`src/design/csma_pkg.sv`:
```
// ---------------------------------------------------------------------------
// csma_pkg: shared types and constants for the CSMA/CA backoff controller
// Phase and event codes, register indexes, reset values and the LFSR step.
// ---------------------------------------------------------------------------
package csma_pkg;

    // Backoff random generator
    localparam int unsigned RANDOM_WIDTH = 32;
    localparam logic [RANDOM_WIDTH-1:0] RANDOM_POLY = RANDOM_WIDTH'(32'h8020_0003);
    localparam int unsigned STEP_W = $clog2(RANDOM_WIDTH);

    // Field widths
    localparam int unsigned POWER_W    = 16;
    localparam int unsigned WAIT_W     = 10;
    localparam int unsigned SLOT_W     = 8;
    localparam int unsigned CW_BASE_W  = 8;
    localparam int unsigned RETRY_W    = 4;
    localparam int unsigned ATTEMPT_W  = 5;
    localparam int unsigned SLOTS_W    = 23;
    localparam int unsigned CFG_ADDR_W = 3;
    localparam int unsigned CFG_DATA_W = 32;

    // Contention window after the largest shift: base width plus 15
    localparam int unsigned CW_W = CW_BASE_W + 15;

    // Protocol phases
    typedef enum logic [1:0] {
        PH_IDLE  = 2'd0,
        PH_AIFS  = 2'd1,
        PH_SLOTS = 2'd2,
        PH_POST  = 2'd3
    } phase_t;

    // Result events
    typedef enum logic [1:0] {
        EV_NONE   = 2'd0,
        EV_GRANT  = 2'd1,
        EV_DROP   = 2'd2,
        EV_REJECT = 2'd3
    } event_t;

    // Register indexes
    localparam logic [CFG_ADDR_W-1:0] REG_BUSY_THRESHOLD = 3'd0;
    localparam logic [CFG_ADDR_W-1:0] REG_SLOT_TICKS     = 3'd1;
    localparam logic [CFG_ADDR_W-1:0] REG_AIFS_CAT0      = 3'd2;
    localparam logic [CFG_ADDR_W-1:0] REG_AIFS_CAT1      = 3'd3;
    localparam logic [CFG_ADDR_W-1:0] REG_CW_BASE_CAT0   = 3'd4;
    localparam logic [CFG_ADDR_W-1:0] REG_CW_BASE_CAT1   = 3'd5;
    localparam logic [CFG_ADDR_W-1:0] REG_RETRY_LIMIT    = 3'd6;
    localparam logic [CFG_ADDR_W-1:0] REG_RANDOM_SEED    = 3'd7;

    // Register reset values
    localparam logic [POWER_W-1:0]   RST_BUSY_THRESHOLD = 16'sd0;
    localparam logic [SLOT_W-1:0]    RST_SLOT_TICKS     = 8'd13;
    localparam logic [WAIT_W-1:0]    RST_AIFS_CAT0      = 10'd58;
    localparam logic [WAIT_W-1:0]    RST_AIFS_CAT1      = 10'd149;
    localparam logic [CW_BASE_W-1:0] RST_CW_BASE_CAT0   = 8'd3;
    localparam logic [CW_BASE_W-1:0] RST_CW_BASE_CAT1   = 8'd15;
    localparam logic [RETRY_W-1:0]   RST_RETRY_LIMIT    = 4'd15;
    localparam logic [RANDOM_WIDTH-1:0] RST_RANDOM      = RANDOM_WIDTH'(1);

    // Advance the right-shifting Galois LFSR one step, never landing on zero
    function automatic logic [RANDOM_WIDTH-1:0] lfsr_next(input logic [RANDOM_WIDTH-1:0] r);
        logic [RANDOM_WIDTH-1:0] s;
        s = r >> 1;
        if (r[0])
        begin
            s = s ^ RANDOM_POLY;
        end
        if (s == '0)
        begin
            s = RANDOM_WIDTH'(1);
        end
        return s;
    endfunction

endpackage

```
`src/design/csma_ca_backoff_controller.sv`:
```
// ---------------------------------------------------------------------------
// csma_ca_backoff_controller: CSMA/CA access controller with backoff
// Grants, defers, drops or rejects frame requests from one-microsecond channel ticks.
// ---------------------------------------------------------------------------
// Usage:
//   Slave stream (s_*) carries one request per item: a tick (s_tuser = 0)
//   with a channel power sample, or a frame request (s_tuser = 1) with its
//   access category. Every request produces exactly one result on the master
//   stream (m_*): the event code in m_tuser and the controller status in
//   m_tdata. The cfg_* channel writes one register per handshake and is
//   always ready; write it only while no request is in flight.
// Sequencing:
//   A request is taken in ST_IDLE and executed in ST_EXEC once the output
//   register can take the result, which is then registered on m_*; s_tready
//   returns when the sequencer is back in ST_IDLE, so a new request is not
//   taken before the last one is executed. A tick that ends an AIFS wait also
//   draws the backoff count; the remainder is formed by a bit-serial restoring
//   divider (ST_DIV), one dividend bit per cycle, while s_tready stays low.
// Reset: rst_n clears the phase to idle, loads the register defaults and
//   seeds the random generator with 1; the block is ready at once.
// Stall: a held result stays in the output register while the next request
//   is accepted; execution of that request waits until the register frees.
// ---------------------------------------------------------------------------
module csma_ca_backoff_controller
(
    input  logic        clk,
    input  logic        rst_n,

    input  logic        s_tvalid,
    output logic        s_tready,
    input  logic [23:0] s_tdata,   // [0] access_category, [16:1] channel_power
    input  logic        s_tuser,   // [0] mode

    output logic        m_tvalid,
    input  logic        m_tready,
    output logic [7:0]  m_tdata,   // [0] engaged, [5:1] attempt_count, [7:6] phase
    output logic [1:0]  m_tuser,   // [1:0] event_res

    input  logic        cfg_valid,
    output logic        cfg_ready,
    input  logic [csma_pkg::CFG_ADDR_W-1:0] cfg_addr,
    input  logic [csma_pkg::CFG_DATA_W-1:0] cfg_data
);

    typedef enum logic [1:0] {
        ST_IDLE,
        ST_EXEC,
        ST_DIV
    } seq_t;

    localparam logic [csma_pkg::STEP_W-1:0] LAST_STEP =
        csma_pkg::STEP_W'(csma_pkg::RANDOM_WIDTH - 1);

    // Sequencer and captured request
    seq_t                              st_reg, st_next;
    logic                              item_mode_reg, item_mode_next;
    logic                              item_cat_reg, item_cat_next;
    logic [csma_pkg::POWER_W-1:0]      item_power_reg, item_power_next;

    // Configuration registers
    logic [csma_pkg::POWER_W-1:0]      threshold_reg, threshold_next;
    logic [csma_pkg::SLOT_W-1:0]       slot_ticks_reg, slot_ticks_next;
    logic [csma_pkg::WAIT_W-1:0]       aifs0_reg, aifs0_next;
    logic [csma_pkg::WAIT_W-1:0]       aifs1_reg, aifs1_next;
    logic [csma_pkg::CW_BASE_W-1:0]    cw_base0_reg, cw_base0_next;
    logic [csma_pkg::CW_BASE_W-1:0]    cw_base1_reg, cw_base1_next;
    logic [csma_pkg::RETRY_W-1:0]      retry_reg, retry_next;

    // Protocol state
    csma_pkg::phase_t                  phase_reg, phase_next;
    logic                              category_reg, category_next;
    logic [csma_pkg::WAIT_W-1:0]       wait_count_reg, wait_count_next;
    logic [csma_pkg::SLOTS_W-1:0]      slots_left_reg, slots_left_next;
    logic [csma_pkg::ATTEMPT_W-1:0]    attempts_reg, attempts_next;
    logic [csma_pkg::RANDOM_WIDTH-1:0] random_reg, random_next;

    // Shared remainder unit
    logic [csma_pkg::CW_W-1:0]         cw_reg, cw_next;
    logic [csma_pkg::CW_W-1:0]         rem_reg, rem_next;
    logic [csma_pkg::RANDOM_WIDTH-1:0] dividend_reg, dividend_next;
    logic [csma_pkg::STEP_W-1:0]       step_reg, step_next;

    // Output register
    logic                              out_valid_reg, out_valid_next;
    csma_pkg::event_t                  out_event_reg, out_event_next;
    logic                              out_engaged_reg, out_engaged_next;
    logic [csma_pkg::ATTEMPT_W-1:0]    out_attempts_reg, out_attempts_next;
    csma_pkg::phase_t                  out_phase_reg, out_phase_next;

    // Combinational helpers
    logic                              out_free;
    logic                              is_free;
    logic                              cat_sel;
    logic [csma_pkg::WAIT_W-1:0]       aifs_raw;
    logic [csma_pkg::WAIT_W-1:0]       aifs_len;
    logic [csma_pkg::WAIT_W-1:0]       slot_len;
    logic [csma_pkg::CW_BASE_W-1:0]    cw_base_raw;
    logic [csma_pkg::CW_W-1:0]         cw_eff;
    logic [csma_pkg::CW_W:0]           trial;
    logic                              trial_ge;
    logic [csma_pkg::CW_W-1:0]         rem_step;
    logic [csma_pkg::SLOTS_W-1:0]      slots_dec;
    logic [csma_pkg::ATTEMPT_W-1:0]    attempts_inc;
    csma_pkg::event_t                  ev;

    assign s_tready  = (st_reg == ST_IDLE);
    assign cfg_ready = 1'b1;
    assign m_tvalid  = out_valid_reg;
    assign m_tuser   = out_event_reg;
    assign m_tdata   = {out_phase_reg, out_attempts_reg, out_engaged_reg};
    assign out_free  = !out_valid_reg || m_tready;

    // Compare power against threshold, both signed Q8.8
    assign is_free = $signed(item_power_reg) < $signed(threshold_reg);

    // Category used for AIFS: the request's own on a request; the window uses the stored one
    assign cat_sel     = item_mode_reg ? item_cat_reg : category_reg;
    assign aifs_raw    = cat_sel ? aifs1_reg : aifs0_reg;
    assign aifs_len    = (aifs_raw == '0) ? csma_pkg::WAIT_W'(1) : aifs_raw;
    assign slot_len    = (slot_ticks_reg == '0) ? csma_pkg::WAIT_W'(1)
                                                : csma_pkg::WAIT_W'(slot_ticks_reg);
    assign cw_base_raw = category_reg ? cw_base1_reg : cw_base0_reg;
    assign cw_eff      = csma_pkg::CW_W'((cw_base_raw == '0) ? csma_pkg::CW_BASE_W'(1)
                                                             : cw_base_raw)
                         << attempts_reg[3:0];

    // One restoring division step: shift in the next dividend bit, subtract
    assign trial    = {rem_reg, dividend_reg[csma_pkg::RANDOM_WIDTH-1]};
    assign trial_ge = trial >= {1'b0, cw_reg};
    assign rem_step = trial_ge ? csma_pkg::CW_W'(trial - {1'b0, cw_reg})
                               : csma_pkg::CW_W'(trial);

    assign slots_dec    = (slots_left_reg != '0) ? slots_left_reg - 1'b1 : slots_left_reg;
    assign attempts_inc = attempts_reg + 1'b1;

    // Next-state logic
    always_comb
    begin
        st_next           = st_reg;
        item_mode_next    = item_mode_reg;
        item_cat_next     = item_cat_reg;
        item_power_next   = item_power_reg;
        threshold_next    = threshold_reg;
        slot_ticks_next   = slot_ticks_reg;
        aifs0_next        = aifs0_reg;
        aifs1_next        = aifs1_reg;
        cw_base0_next     = cw_base0_reg;
        cw_base1_next     = cw_base1_reg;
        retry_next        = retry_reg;
        phase_next        = phase_reg;
        category_next     = category_reg;
        wait_count_next   = wait_count_reg;
        slots_left_next   = slots_left_reg;
        attempts_next     = attempts_reg;
        random_next       = random_reg;
        cw_next           = cw_reg;
        rem_next          = rem_reg;
        dividend_next     = dividend_reg;
        step_next         = step_reg;
        out_valid_next    = out_valid_reg && !m_tready;
        out_event_next    = out_event_reg;
        out_engaged_next  = out_engaged_reg;
        out_attempts_next = out_attempts_reg;
        out_phase_next    = out_phase_reg;
        ev                = csma_pkg::EV_NONE;

        // Apply a register write
        if (cfg_valid)
        begin
            unique case (cfg_addr)
                csma_pkg::REG_BUSY_THRESHOLD: threshold_next  = cfg_data[15:0];
                csma_pkg::REG_SLOT_TICKS:     slot_ticks_next = cfg_data[7:0];
                csma_pkg::REG_AIFS_CAT0:      aifs0_next      = cfg_data[9:0];
                csma_pkg::REG_AIFS_CAT1:      aifs1_next      = cfg_data[9:0];
                csma_pkg::REG_CW_BASE_CAT0:   cw_base0_next   = cfg_data[7:0];
                csma_pkg::REG_CW_BASE_CAT1:   cw_base1_next   = cfg_data[7:0];
                csma_pkg::REG_RETRY_LIMIT:    retry_next      = cfg_data[3:0];
                csma_pkg::REG_RANDOM_SEED:
                begin
                    random_next = csma_pkg::RANDOM_WIDTH'(cfg_data);
                    if (random_next == '0)
                    begin
                        random_next = csma_pkg::RST_RANDOM;
                    end
                end
                default: ;
            endcase
        end

        unique case (st_reg)
            // Capture the next request
            ST_IDLE:
            begin
                if (s_tvalid)
                begin
                    item_mode_next  = s_tuser;
                    item_cat_next   = s_tdata[0];
                    item_power_next = s_tdata[16:1];
                    st_next         = ST_EXEC;
                end
            end

            // Execute one request once the output register can take the result
            ST_EXEC:
            begin
                if (out_free)
                begin
                    st_next = ST_IDLE;
                    if (item_mode_reg)
                    begin
                        if (phase_reg != csma_pkg::PH_IDLE)
                        begin
                            ev = csma_pkg::EV_REJECT;
                        end
                        else
                        begin
                            category_next   = item_cat_reg;
                            attempts_next   = '0;
                            slots_left_next = '0;
                            wait_count_next = aifs_len;
                            if (is_free)
                            begin
                                ev         = csma_pkg::EV_GRANT;
                                phase_next = csma_pkg::PH_POST;
                            end
                            else
                            begin
                                phase_next = csma_pkg::PH_AIFS;
                            end
                        end
                    end
                    else
                    begin
                        unique case (phase_reg)
                            csma_pkg::PH_AIFS:
                            begin
                                if (wait_count_reg <= csma_pkg::WAIT_W'(1))
                                begin
                                    // Step the LFSR and start the remainder draw
                                    random_next     = csma_pkg::lfsr_next(random_reg);
                                    dividend_next   = random_next;
                                    cw_next         = cw_eff;
                                    rem_next        = '0;
                                    step_next       = '0;
                                    wait_count_next = slot_len;
                                    phase_next      = csma_pkg::PH_SLOTS;
                                    st_next         = ST_DIV;
                                end
                                else
                                begin
                                    wait_count_next = wait_count_reg - 1'b1;
                                end
                            end
                            csma_pkg::PH_SLOTS:
                            begin
                                if (wait_count_reg > csma_pkg::WAIT_W'(1))
                                begin
                                    wait_count_next = wait_count_reg - 1'b1;
                                end
                                else if (is_free)
                                begin
                                    slots_left_next = slots_dec;
                                    if (slots_dec == '0)
                                    begin
                                        ev              = csma_pkg::EV_GRANT;
                                        phase_next      = csma_pkg::PH_POST;
                                        wait_count_next = aifs_len;
                                    end
                                    else
                                    begin
                                        wait_count_next = slot_len;
                                    end
                                end
                                else
                                begin
                                    attempts_next   = attempts_inc;
                                    slots_left_next = '0;
                                    if (attempts_inc > csma_pkg::ATTEMPT_W'(retry_reg))
                                    begin
                                        ev              = csma_pkg::EV_DROP;
                                        phase_next      = csma_pkg::PH_IDLE;
                                        wait_count_next = '0;
                                    end
                                    else
                                    begin
                                        phase_next      = csma_pkg::PH_AIFS;
                                        wait_count_next = aifs_len;
                                    end
                                end
                            end
                            csma_pkg::PH_POST:
                            begin
                                if (wait_count_reg <= csma_pkg::WAIT_W'(1))
                                begin
                                    wait_count_next = '0;
                                    phase_next      = csma_pkg::PH_IDLE;
                                end
                                else
                                begin
                                    wait_count_next = wait_count_reg - 1'b1;
                                end
                            end
                            default: ;
                        endcase
                    end

                    // Load the result
                    out_valid_next    = 1'b1;
                    out_event_next    = ev;
                    out_engaged_next  = (phase_next != csma_pkg::PH_IDLE);
                    out_attempts_next = attempts_next;
                    out_phase_next    = phase_next;
                end
            end

            // Advance the remainder one dividend bit per cycle
            ST_DIV:
            begin
                rem_next      = rem_step;
                dividend_next = dividend_reg << 1;
                step_next     = step_reg + 1'b1;
                if (step_reg == LAST_STEP)
                begin
                    slots_left_next = csma_pkg::SLOTS_W'(rem_step) + 1'b1;
                    st_next         = ST_IDLE;
                end
            end

            default: st_next = ST_IDLE;
        endcase
    end

    // Hold state and registered outputs
    always_ff @(posedge clk or negedge rst_n)
    begin
        if (!rst_n)
        begin
            st_reg           <= ST_IDLE;
            item_mode_reg    <= 1'b0;
            item_cat_reg     <= 1'b0;
            item_power_reg   <= '0;
            threshold_reg    <= csma_pkg::RST_BUSY_THRESHOLD;
            slot_ticks_reg   <= csma_pkg::RST_SLOT_TICKS;
            aifs0_reg        <= csma_pkg::RST_AIFS_CAT0;
            aifs1_reg        <= csma_pkg::RST_AIFS_CAT1;
            cw_base0_reg     <= csma_pkg::RST_CW_BASE_CAT0;
            cw_base1_reg     <= csma_pkg::RST_CW_BASE_CAT1;
            retry_reg        <= csma_pkg::RST_RETRY_LIMIT;
            phase_reg        <= csma_pkg::PH_IDLE;
            category_reg     <= 1'b0;
            wait_count_reg   <= '0;
            slots_left_reg   <= '0;
            attempts_reg     <= '0;
            random_reg       <= csma_pkg::RST_RANDOM;
            cw_reg           <= '0;
            rem_reg          <= '0;
            dividend_reg     <= '0;
            step_reg         <= '0;
            out_valid_reg    <= 1'b0;
            out_event_reg    <= csma_pkg::EV_NONE;
            out_engaged_reg  <= 1'b0;
            out_attempts_reg <= '0;
            out_phase_reg    <= csma_pkg::PH_IDLE;
        end
        else
        begin
            st_reg           <= st_next;
            item_mode_reg    <= item_mode_next;
            item_cat_reg     <= item_cat_next;
            item_power_reg   <= item_power_next;
            threshold_reg    <= threshold_next;
            slot_ticks_reg   <= slot_ticks_next;
            aifs0_reg        <= aifs0_next;
            aifs1_reg        <= aifs1_next;
            cw_base0_reg     <= cw_base0_next;
            cw_base1_reg     <= cw_base1_next;
            retry_reg        <= retry_next;
            phase_reg        <= phase_next;
            category_reg     <= category_next;
            wait_count_reg   <= wait_count_next;
            slots_left_reg   <= slots_left_next;
            attempts_reg     <= attempts_next;
            random_reg       <= random_next;
            cw_reg           <= cw_next;
            rem_reg          <= rem_next;
            dividend_reg     <= dividend_next;
            step_reg         <= step_next;
            out_valid_reg    <= out_valid_next;
            out_event_reg    <= out_event_next;
            out_engaged_reg  <= out_engaged_next;
            out_attempts_reg <= out_attempts_next;
            out_phase_reg    <= out_phase_next;
        end
    end

endmodule
```
`config.mk`:
```
export PLATFORM = sky130hd
export DESIGN_NAME = csma_ca_backoff_controller
export DESIGN_NICKNAME = d
export VERILOG_FILES = /design/src/design/csma_pkg.sv /design/src/design/csma_ca_backoff_controller.sv
export SDC_FILE = /design/constraint.sdc
export NUM_CORES = 1
export LEC_CHECK = 0
export BUFFER_PORTS_ARGS = -buffer_cell sky130_fd_sc_hd__buf_4
export CORE_ASPECT_RATIO = 1.5
export CORE_UTILIZATION = 58
export CTS_BUF_LIST = sky130_fd_sc_hd__clkbuf_4 sky130_fd_sc_hd__clkbuf_8 sky130_fd_sc_hd__clkbuf_16
export CTS_CLUSTER_DIAMETER = 200
export CTS_CLUSTER_SIZE = 16
export DETAILED_ROUTE_END_ITERATION = 8
export PLACE_DENSITY = 0.83
export SLEW_MARGIN = 0
export SYNTH_ARGS = -nofsm -noshare
export SYNTH_HDL_FRONTEND = slang
export SYNTH_SLANG_ARGS = --single-unit
```
`constraint.sdc`:
```
create_clock -name clk -period 5.4 [get_ports clk]
set_input_delay 0.54 -clock clk [delete_from_list [all_inputs] [get_ports clk]]
set_output_delay 0.54 -clock clk [all_outputs]
set_load 0.02 [all_outputs]
```
==> key figures, run 1 <==
Power
  • Internal: 4963 uW
  • PwrDens: 552.4 nW/um2
  • Logic gate share of total power: 51.1%
  • Clock group share of total power: 14.8%
  • Seq pwr share: 34.1%
  • Leak Pwr: 0.006997 uW
  • Net Sw Power: 3918 uW
  • Max IR drop VDD: 0.2815 mV
  • Switching Fraction: 44.12%

GRT
  • Vias in the first global route: 12840
  • First-pass GRT wire length: 62750 um
  • Initial antenna violation count: 0
  • Tot GR Track Use: 29.67%
  • Largest net degree at the start of global routing: 137
  • GRT overflow: 0

Job
  • Maxcap violations: 0

Route
  • DRT Wirelength: 38230 um
  • DR WL/cell: 19.33 um
  • Post-detailed-route via-to-cell ratio: 6.422
  • Drc violations: 0
  • Detailed Routing Iterations Pass 1: 7
  • Initial detailed-routing violation count: 905
  • ANT nets after route: 0
  • Via total after detailed routing: 12700

Cells and area
  • Most common cell after layout, fill and taps aside: dfrtp_1
  • Final nets: 1766
  • P&R area growth vs syn: 8.302%
  • Share of post-route cells with drive strength above 1: 15.88%
  • Core Util, Final: 63.95%
  • Most frequent cells in the layout: 222 x dfrtp_1, 212 x nand2_1, 154 x o21ai_0, 88 x buf_4, 82 x nand3_1
  • Ant. Diodes: 0

Synth
  • Sequential element share of the synthesized area: 41.31%
  • Cell area after synthesis: 14850 um2
  • Avg Inst Size Synth: 9.113 um2
  • Number of synthesized register bits: 244
  • Mapped Nets: 1750
  • Primary FF master, synth: dfrtp_1
  • Cells after Synth: 1629
  • Synth Warn #: 0
  • EDFF count, synth: 0
  • Synth cell types: 98
  • Asr flop ratio synth: 100.0%

STA
  • Final min period: 4514 ps
  • Worst Tran Pin Value: 1233 ps
  • Period utilization: 83.59%
  • Final setup violation count: 0
  • Final hold viol count: 0
  • Setup Skew: 22.49 ps
  • Unrepaired setup endpoints after global routing: no
  • Final count of pins violating max slew: 0
  • Max-Slew Margin vs Limit: 17.74%
  • Fin Setup TNS: 0 ps
  • Max Freq: 221.5 MHz

CTS
  • CTS tree: done
  • Longest Clk Path Bufs: 3
  • Clock slew at reported path FFs: 80 ps
  • CTS H-tree depth: 1
  • Setup bufs post-CTS: 0
  • Sink Count: 244
  • Clock Latency Late Sink: 510 ps
  • CTS Hold Bufs: 0
  • Num CTS Buffers: 19
  • Clk Tree Root Cell: clkbuf_16
  • Post-CTS sizing: 0

Critical path
  • Worst-path fanout max: 11
  • Required @ worst endpoint: 5760 ps
  • Critical path's slowest cell: nor3_1
  • Critical Path End Type: flop
  • Worst Setup SP: rem_reg[12]$_DFFE_PN0P_
  • Crit Path Class: flop to flop
  • Reg2Reg Depth: 16
  • CP endpoint: slots_left_reg[20]$_DFFE_PN0P_
  • Crit path DAT: 4880 ps
  • Worst reg2reg endpoint: slots_left_reg[20]$_DFFE_PN0P_
  • Reg2reg setup slack: 890 ps
  • Slowest stage delay, CP: 530 ps
  • Worst r2r src: rem_reg[12]$_DFFE_PN0P_
  • CP startpoint kind: flop
  • Crit path cell chain: ha_1, nand4_1, nor3_1, o211ai_1, a31oi_1, buf_4, or2_1, nor2_1, a21oi_1, ha_1, and4_1, a41oi_1, nor3_1, nand2_1, xnor2_1, o221ai_1

Die
  • Die Y-Extent: 197.9 um
  • Full die area: 26250 um2
  • Initial Utilization: 59.05%
  • CORE AREA: 25140 um2
  • I/O pin total: 78
  • Die X: 132.6 um
  • Row count: 71

Placed design
  • Port Buffer Count: 69
  • DPL Wire Length: 27410 um
  • RD Place Congestion: 0.9124

Worst hold path
  • Hold Path Class: input pin to asynchronous set/reset pin

Status
  • Status: finished clean
## metal layers
metal | share of wire, % | global-route usage [%] | up-vias
met3 | 4.1 | 2.714 | 140
met4 | 5.5 | 16.39 | 0
li1 | - | - | 5935
met2 | 53 | 56.37 | 431
met5 | 0 | 0 | -
met1 | 37 | 32.20 | 6196
## power by group through the flow
stage	sequential, uW	clock (uW)	combinational (uW)
finish	3030	1320	4540
global placement	3000	0	4350
floorplan	2830	0	3530
CTS	3010	1340	4490
detailed placement	3030	0	4440
global route	3100	1400	5020
## kinds of logic after synthesis
kind of cell	Yosys count	share of synthesized area [%]
AO/OA/AOI/OAI	411	18.01
other	1	0.02526
AND/OR/NAND/NOR	588	19.77
buffers and inverters	166	4.762
flip-flops	244	41.31
adder cells (fa/ha/maj)	56	4.770
XOR/XNOR	47	2.773
multiplexers	116	8.571
## how the worst min path moves through the flow
| stage | end | slack, ps | cells past startpoint |
|---|---|---|---|
| final | rem_reg[22]$_DFFE_PN0P_ | 90 | 1 |
| after global placement | cw_reg[10]$_DFFE_PN0P_ | 460 | 2 |
| after detailed placement | cw_reg[14]$_DFFE_PN0P_ | 470 | 2 |
| after floorplan | aifs0_reg[0]$_DFFE_PN0P_ | 240 | 0 |
| after CTS | rem_reg[22]$_DFFE_PN0P_ | 140 | 1 |
| after global routing | rem_reg[22]$_DFFE_PN0P_ | 170 | 1 |
## cell type report
type | instances | area (um2)
Multi-Input combinational cell | 1219 | 8035
Sequential cell | 244 | 6133
Clock inverter | 1 | 16.27
Fill cell | 2031 | 9062
Clock buffer | 25 | 520.5
Inverter | 71 | 266.5
Timing Repair Buffer | 90 | 695.7
Tap cell | 328 | 410.4
## stage by stage
stage	area (um2)	setup WS, ps	hold WS, ps	instances	total power (uW)
after floorplan	14850	1325	244.4	1629	6353
after global placement	15540	1073	463.4	1952	7351
after detailed placement	15540	998.1	473.8	1952	7476
after CTS	16080	962.7	137.5	1978	8830
after global routing	16080	581.9	173.6	1978	9520
final	16080	886.0	94.26	1978	8882
## cell usage after synthesis, types with 10 or more instances
| cell type | count | area [um2] |
|---|---|---|
| dfrtp_1 | 222 | 5555 |
| nor2b_1 | 11 | 68.82 |
| nor4_1 | 36 | 225.2 |
| xnor2_1 | 26 | 227.7 |
| a211oi_1 | 10 | 75.07 |
| o21a_1 | 11 | 82.58 |
| nand2b_1 | 11 | 68.82 |
| xor2_1 | 21 | 183.9 |
| buf_1 | 10 | 37.54 |
| o221ai_1 | 12 | 105.1 |
| nand4_1 | 24 | 150.1 |
| a22oi_1 | 35 | 262.8 |
| nand3_1 | 83 | 415.4 |
| a21oi_1 | 61 | 305.3 |
| buf_2 | 13 | 65.06 |
| clkbuf_1 | 62 | 232.7 |
| nor2_1 | 82 | 307.8 |
| a31oi_1 | 13 | 81.33 |
| o22ai_1 | 11 | 68.82 |
| nor3_1 | 43 | 215.2 |
| mux2_2 | 76 | 855.8 |
| and3_1 | 18 | 112.6 |
| o31ai_1 | 10 | 75.07 |
| dfstp_2 | 22 | 578.1 |
| inv_1 | 70 | 262.8 |
| a21o_1 | 17 | 127.6 |
| mux2i_1 | 38 | 380.4 |
| o21ai_0 | 154 | 770.7 |
| ha_1 | 55 | 688.2 |
| nand2_1 | 212 | 795.8 |
## critical path, delay by kind of cell, from the launching register on
family,cells,cell delay (ps)
adder cells (fa/ha/maj),2,760
flip-flops,1,430
buffers and inverters,1,210
AO/OA/AOI/OAI,5,980
AND/OR/NAND/NOR,7,1820
XOR/XNOR,1,160
Power figures use the tool's default switching activity.
==> run 2, diff against run 1 <==
--- a/config.mk
+++ b/config.mk
@@ -5,6 +5,7 @@
 export SDC_FILE = /design/constraint.sdc
 export NUM_CORES = 1
 export LEC_CHECK = 0
+export ABC_AREA = 1
 export BUFFER_PORTS_ARGS = -buffer_cell sky130_fd_sc_hd__buf_4
 export CORE_ASPECT_RATIO = 1.5
 export CORE_UTILIZATION = 58
==> constraint.sdc (replaced) <==
create_clock -name clk -period 4.4 [get_ports clk]
set_input_delay 0.44 -clock clk [delete_from_list [all_inputs] [get_ports clk]]
set_output_delay 0.44 -clock clk [all_outputs]
set_load 0.02 [all_outputs]
==> run 2 against run 1 <==
The run now ends with hold timing left; critical endpoint is now slots_left_reg[18]$_DFFE_PN0P_; global-route usage is 1.6 points higher; register-to-register slack worse by 230 ps; sequential cell count stayed put; via count is 12% higher.
==> key figures, run 2 <==
Die
  • Full die area: 27320 um2 (was 26250 um2)
  • Die X: 135.3 um (was 132.6 um)
  • CORE AREA: 25940 um2 (was 25140 um2)
  • Row count: 72 (was 71)
  • Die Y-Extent: 201.9 um (was 197.9 um)
  • I/O pin total: 78 (unchanged)
  • Initial Utilization: 59.57% (was 59.05%)

Route
  • Detailed Routing Iterations Pass 1: 6 (was 7)
  • Via total after detailed routing: 14210 (was 12700)
  • Drc violations: 0 (unchanged)
  • DR WL/cell: 16.73 um (was 19.33 um)
  • ANT nets after route: 0 (unchanged)
  • Post-detailed-route via-to-cell ratio: 5.738 (was 6.422)
  • DRT Wirelength: 41440 um (was 38230 um)
  • Initial detailed-routing violation count: 1101 (was 905)

Synth
  • Top cells by area, synth: dfrtp_1 36%, nand2_1 15%, inv_1 6.8%, o21ai_0 6.0%, ha_1 4.5% (was dfrtp_1 37%, mux2_2 5.8%, nand2_1 5.4%, o21ai_0 5.2%, ha_1 4.6%)
  • EDFF count, synth: 0 (unchanged)
  • Mapped Nets: 2217 (was 1750)
  • Asr flop ratio synth: 100.0% (unchanged)
  • Synth cell types: 58 (was 98)
  • Primary FF master, synth: dfrtp_1 (unchanged)
  • Number of synthesized register bits: 244 (unchanged)
  • Top-count cell post-synth: nand2_1 (was dfrtp_1)
  • Avg Inst Size Synth: 7.374 um2 (was 9.113 um2)
  • Cells after Synth: 2096 (was 1629)
  • Cell area after synthesis: 15460 um2 (was 14850 um2)
  • Synth Warn #: 0 (unchanged)
  • Top cells by count, synth: 612 x nand2_1, 280 x inv_1, 222 x dfrtp_1 (was 222 x dfrtp_1, 212 x nand2_1, 154 x o21ai_0)
  • Yosys top cell by area: dfrtp_1 (unchanged)
  • Sequential element share of the synthesized area: 39.68% (was 41.31%)
  • Share of the synthesized area in the top cell type: 35.94% (was 37.42%)

Cells and area
  • Filler instances: 2216 (was 2031)
  • Most common cell after layout, fill and taps aside: nand2_1 (was dfrtp_1)
  • Most frequent cells in the layout: 611 x nand2_1, 280 x inv_1, 222 x dfrtp_1, 185 x o21ai_0, 143 x nor2_1 (was 222 x dfrtp_1, 212 x nand2_1, 154 x o21ai_0, 88 x buf_4, 82 x nand3_1)
  • Core Util, Final: 64.78% (was 63.95%)
  • P&R area growth vs syn: 8.735% (was 8.302%)
  • Share of post-route cells with drive strength above 1: 11.94% (was 15.88%)
  • Register Area: 6133 um2 (unchanged)
  • Area of the multi-input gates: 7904 um2 (was 8035 um2)
  • Ant. Diodes: 0 (unchanged)
  • Final nets: 2252 (was 1766)

CTS
  • Clock slew at reported path FFs: 80 ps (about the same)
  • Clock Latency Late Sink: 520 ps (was 510 ps)
  • CTS tree: done (unchanged)
  • Clk Tree Root Cell: clkbuf_16 (unchanged)
  • Sink Count: 244 (unchanged)
  • Longest Clk Path Bufs: 3 (unchanged)
  • CTS H-tree depth: 1 (unchanged)
  • Num CTS Buffers: 19 (unchanged)
  • Setup bufs post-CTS: 0 (unchanged)
  • CTS Hold Bufs: 0 (unchanged)
  • Post-CTS sizing: 0 (unchanged)

Placed design
  • Port Buffer Count: 69 (unchanged)
  • RD Place Congestion: 0.9664 (was 0.9124)
  • DPL Wire Length: 30590 um (was 27410 um)

Critical path
  • Critical Path End Type: flop (unchanged)
  • Crit Path Class: flop to flop (unchanged)
  • Worst-path fanout max: 28 (was 11)
  • Crit path DAT: 4190 ps (was 4880 ps)
  • CP startpoint kind: flop (unchanged)
  • Required @ worst endpoint: 4850 ps (was 5760 ps)

GRT
  • Tot GR Track Use: 31.24% (was 29.67%)
  • Vias in the first global route: 14180 (was 12840)
  • GRT overflow: 0 (unchanged)
  • Initial antenna violation count: 0 (unchanged)
  • First-pass GRT wire length: 68130 um (was 62750 um)
  • Largest net degree at the start of global routing: 97 (was 137)

STA
  • Final min period: 3746 ps (was 4514 ps)
  • Period utilization: 85.15% (was 83.59%)
  • Unrepaired setup endpoints after global routing: no (unchanged)
  • Final count of pins violating max slew: 0 (unchanged)
  • Max Freq: 266.9 MHz (was 221.5 MHz)
  • Max-Slew Margin vs Limit: 19.81% (was 17.74%)
  • Worst Tran Pin Value: 1200 ps (was 1233 ps)
  • Fin Setup TNS: 0 ps (unchanged)
  • Final hold viol count: 42 (was 0)
  • Fin Hold WS: -39.40 ps (was 94.26 ps)
  • Final setup violation count: 0 (unchanged)
  • Setup Skew: 37.80 ps (was 22.49 ps)

Worst hold path
  • Hold Path Class: input pin to asynchronous set/reset pin (unchanged)

Power
  • Max IR drop VDD: 0.4666 mV (was 0.2815 mV)
  • PwrDens: 677.3 nW/um2 (was 552.4 nW/um2)
  • Leak Pwr: 0.008348 uW (was 0.006997 uW)

Status
  • Failing checks: hold timing
  • Status: finished with violations (was finished clean)

Job
  • Maxcap violations: 0 (unchanged)
run 2: changes by cell type in the layout (fill, tap and decap cells not counted), sizes merged, moves of 25 or more:
cell | previous run | this run
nand2 | 213 | 643
inv | 70 | 293
mux2i | 40 | 15
nor4 | 39 | 12
mux2 | 76 | 23
a22oi | 35 | 2
o22ai | 11 | 42
nor3 | 44 | 10
nor2 | 82 | 173
o21ai | 156 | 206
run 2: final cells by class:
cell class	instances	share of cell area, %
sequential	244	36.49
clock buffer	32	3.410
timing repair buffer	82	3.782
multi-input combinational	1486	47.03
inverter	298	6.656
tap	333	2.479
clock inverter	2	0.1489
run 2: cell families after synthesis:
logic type                 after synthesis  share of synthesized area (%)
adders and majority gates               56                          4.582
xor gates and xnor gates                44                          2.493
DFF                                    244                          39.68
AOI/OAI and AO/OA                      367                          13.88
buffers and inverters                  366                          9.269
muxes                                   38                          2.647
and+or+nand+nor                        980                          27.42
other                                    1                        0.02426
run 2: final timing paths:
path,to,startpoint,depth (start not counted),slack [ps]
worst min-delay path,cw_reg[15]$_DFFE_PN0P_,rst_n,1,-40
min in group clk,item_power_reg[3]$_DFFE_PN0P_,s_tdata[4],2,150
worst max register to register,slots_left_reg[18]$_DFFE_PN0P_,dividend_reg[31]$_DFFE_PN0P_,22,650
worst min register to register,slots_left_reg[21]$_DFFE_PN0P_,slots_left_reg[21]$_DFFE_PN0P_,2,490
worst max-delay path,slots_left_reg[18]$_DFFE_PN0P_,dividend_reg[31]$_DFFE_PN0P_,22,650
max in group asynchronous,random_reg[7]$_DFF_PN0_,rst_n,2,3370
run 2: critical path: stages, from the launching register on:
cell and delay (ps):
dfrtp_1 390, inv_1 100, ha_1 160, inv_1 110, fa_1 480, nand2_1 100, nand3_1 80, nand3_1 90
nand3_1 100, nand2_2 120, nand3_4 320, nand2_1 180, o21ai_2 100, inv_2 140, ha_1 200, nand3_2 110
nor2_4 170, nand2_2 120, nor2_4 140, nand3_2 90, o21ai_1 130, nand3_1 100, a21boi_1 150
run 2: routing by layer:
metal,routed length [um],track usage [%]
met3,1895,3.461
met5,0,0
met2,21140,55.68
met1,15900,35.43
met4,2506,18.74
run 2: where the power goes:
| part | total (uW) | switching (uW) | internal, uW |
|---|---|---|---|
| sequential | 3450 | 564 | 2890 |
| clock | 1720 | 820 | 903 |
| combinational | 6210 | 4120 | 2090 |
run 2: stage by stage:
step,cell area [um2],power (uW),cells,hold WS [ps],worst slack [ps]
6_report,16810,11380,2477,-39.40,653.6
3_5_place_dp,16210,9574,2443,465.6,669.7
4_1_cts,16810,11320,2477,5.791,680.1
5_1_grt,16810,12320,2477,42.19,278.8
3_3_place_gp,16210,9392,2443,461.3,798.0
2_1_floorplan,15460,8031,2096,144.4,1314
==> run 3, diff against run 2 <==
--- a/config.mk
+++ b/config.mk
@@ -13,7 +13,7 @@
 export CTS_CLUSTER_DIAMETER = 200
 export CTS_CLUSTER_SIZE = 16
 export DETAILED_ROUTE_END_ITERATION = 8
-export PLACE_DENSITY = 0.83
+export PLACE_DENSITY = 0.73
 export SLEW_MARGIN = 0
 export SYNTH_ARGS = -nofsm -noshare
 export SYNTH_HDL_FRONTEND = slang
==> run 3 against run 2 <==
The flow still finishes with violations (hold timing); clock skew down 1.3 ps; first-iteration DRC count down 28%; critical path depth is the same; via count fell by 2.7%; sequential power is essentially flat; global-route usage is 0.40 points higher; critical endpoint unchanged; largest cell class unchanged; highest routed layer unchanged.
==> key figures, run 3 (same netlist as run 2, synthesis figures left out) <==
STA
  • Period utilization: 85.39% (was 85.15%)
  • Max Freq: 266.2 MHz (was 266.9 MHz)
  • Final count of pins violating max slew: 0 (unchanged)
  • Final hold viol count: 33 (was 42)
  • Fin Setup TNS: 0 ps (unchanged)
  • Unrepaired setup endpoints after global routing: no (unchanged)
  • Max-Slew Margin vs Limit: 39.11% (was 19.81%)
  • Worst Tran Pin Value: 911.1 ps (was 1200 ps)
  • Final min period: 3757 ps (was 3746 ps)
  • Fin Hold WS: -61.97 ps (was -39.40 ps)
  • Setup Skew: 36.54 ps (was 37.80 ps)
  • Final setup violation count: 0 (unchanged)

Power
  • Switching Fraction: 48.47% (was 48.33%)
  • Seq pwr share: 30.3% (about the same)
  • Logic gate share of total power: 54.7% (was 54.5%)
  • Clock group share of total power: 15.0% (was 15.1%)
  • Max IR drop VDD: 0.3818 mV (was 0.4666 mV)
  • Leak Pwr: 0.008334 uW (was 0.008348 uW)
  • Design Power: 11350 uW (was 11380 uW)
  • Internal: 5850 uW (was 5881 uW)
  • Net Sw Power: 5503 uW (was 5502 uW)
  • PwrDens: 676.4 nW/um2 (was 677.3 nW/um2)

GRT
  • Vias in the first global route: 13670 (was 14180)
  • GRT overflow: 0 (unchanged)
  • Tot GR Track Use: 31.64% (was 31.24%)
  • Busiest grt layer: met2 (unchanged)
  • GR Layer Usage met2: 57.53% (was 55.68%)
  • Largest net degree at the start of global routing: 104 (was 97)
  • First-pass GRT wire length: 68130 um (unchanged)
  • Initial antenna violation count: 0 (unchanged)
  • M3 GR Usage: 2.784% (was 3.461%)
  • GR Util met1: 36.31% (was 35.43%)

CTS
  • Sink Count: 244 (unchanged)
  • Clock slew at reported path FFs: 90 ps (was 80 ps)
  • Num CTS Buffers: 19 (unchanged)
  • CTS tree: done (unchanged)
  • Setup bufs post-CTS: 0 (unchanged)
  • Post-CTS sizing: 0 (unchanged)
  • Clock Latency Late Sink: 520 ps (about the same)
  • Longest Clk Path Bufs: 3 (unchanged)
  • CTS Hold Bufs: 0 (unchanged)
  • Clk Tree Root Cell: clkbuf_16 (unchanged)
  • CTS H-tree depth: 1 (unchanged)

Status
  • Status: finished with violations (unchanged)
  • Failing checks: hold timing (unchanged)

Route
  • DRT Wirelength: 41750 um (was 41440 um)
  • Detailed Routing Iterations Pass 1: 5 (was 6)
  • DR WL/cell: 16.88 um (was 16.73 um)
  • Post-detailed-route via-to-cell ratio: 5.592 (was 5.738)
  • ANT nets after route: 0 (unchanged)
  • Drc violations: 0 (unchanged)
  • Initial detailed-routing violation count: 789 (was 1101)
  • Via total after detailed routing: 13830 (was 14210)

Die
  • Row count: 72 (unchanged)
  • Die Y-Extent: 201.9 um (unchanged)
  • Full die area: 27320 um2 (unchanged)
  • Initial Utilization: 59.57% (unchanged)
  • CORE AREA: 25940 um2 (unchanged)
  • Die X: 135.3 um (unchanged)
  • I/O pin total: 78 (unchanged)

Cells and area
  • Area of the multi-input gates: 7904 um2 (unchanged)
  • Ant. Diodes: 0 (unchanged)
  • Final nets: 2252 (unchanged)
  • Most frequent cells in the layout: 611 x nand2_1, 280 x inv_1, 222 x dfrtp_1, 185 x o21ai_0, 143 x nor2_1 (unchanged)
  • Most common cell after layout, fill and taps aside: nand2_1 (unchanged)
  • P&R area growth vs syn: 8.589% (was 8.735%)
  • Filler instances: 2327 (was 2216)
  • Post-route insts no fill: 2474 (was 2477)
  • Fin area: 16780 um2 (was 16810 um2)
  • Share of post-route cells with drive strength above 1: 11.82% (was 11.94%)
  • Register Area: 6133 um2 (unchanged)

Critical path
  • Reg2Reg Depth: 22 (unchanged)
  • Worst reg2reg endpoint: slots_left_reg[18]$_DFFE_PN0P_ (unchanged)
  • Required @ worst endpoint: 4840 ps (was 4850 ps)
  • Crit Path Class: flop to flop (unchanged)
  • CP startpoint kind: flop (unchanged)
  • Worst-path fanout max: 28 (unchanged)
  • Critical Path End Type: flop (unchanged)
  • Worst r2r src: dividend_reg[31]$_DFFE_PN0P_ (unchanged)
  • Reg2reg setup slack: 640 ps (was 650 ps)
  • Crit path DAT: 4200 ps (was 4190 ps)

Placed design
  • Port Buffer Count: 69 (unchanged)
  • RD Place Congestion: 0.9383 (was 0.9664)
  • Placed cells: 2443 (unchanged)
  • DPL Wire Length: 31310 um (was 30590 um)
  • Area after DPL: 16210 um2 (unchanged)

Job
  • Maxcap violations: 0 (unchanged)

Worst hold path
  • Hold Path Class: input pin to asynchronous set/reset pin (unchanged)
## run 3: cell types whose count changed in the layout (fill, tap and decap cells not counted), sizes merged
cell    delta
clkbuf     -3
## run 3: worst max path at each step
stage,startpoint,end,slack (ps)
floorplan,dividend_reg[31]$_DFFE_PN0P_,slots_left_reg[18]$_DFFE_PN0P_,1310
global placement,dividend_reg[31]$_DFFE_PN0P_,slots_left_reg[16]$_DFFE_PN0P_,770
detailed placement,dividend_reg[31]$_DFFE_PN0P_,slots_left_reg[18]$_DFFE_PN0P_,660
CTS,dividend_reg[31]$_DFFE_PN0P_,slots_left_reg[18]$_DFFE_PN0P_,650
global route,dividend_reg[31]$_DFFE_PN0P_,slots_left_reg[18]$_DFFE_PN0P_,270
finish,dividend_reg[31]$_DFFE_PN0P_,slots_left_reg[18]$_DFFE_PN0P_,640
## run 3: area by class of cell
cell class	count	area share, %
inverters	298	6.665
clock buffers	29	3.280
clock inverters	2	0.1491
multi-input cells	1486	47.09
flip-flops and latches	244	36.54
well taps	333	2.482
repair buffers	82	3.787
## run 3: critical path, cell delays in order (launching register included)
cell	delay (ps)
dfrtp_1	400
inv_1	90
ha_1	150
inv_1	110
fa_1	490
nand2_1	100
nand3_1	80
nand3_1	90
nand3_1	100
nand2_2	110
nand3_4	310
nand2_1	200
o21ai_2	110
inv_2	150
ha_1	200
nand3_2	110
nor2_4	160
nand2_2	120
nor2_4	140
nand3_2	90
o21ai_1	140
nand3_1	90
a21boi_1	150
## run 3: power by group through the flow
stage	sequential [uW]	combinational, uW	clock (uW)
final	3440	6210	1700
after CTS	3430	6190	1730
after detailed placement	3470	6150	0
after floorplan	3290	4740	0
after global routing	3510	7010	1810
after global placement	3440	6040	0
## run 3: metal layers
layer,part of all wire (%),wire (um),vias up
met5,0,0,-
met4,5.6,2327,0
li1,-,-,6852
met2,52,21810,340
met1,39,16190,6516
met3,3.4,1418,126
## run 3: through the flow
stage / util (%) / hold WS [ps] / setup WS, ps
floorplan: - / 144.4 / 1314
global placement: 62.47 / 462.7 / 768.1
detailed placement: 62.47 / 472.9 / 663.3
CTS: 64.69 / 13.15 / 647.0
global route: 64.69 / 41.89 / 268.1
finish: 64.69 / -61.97 / 642.7
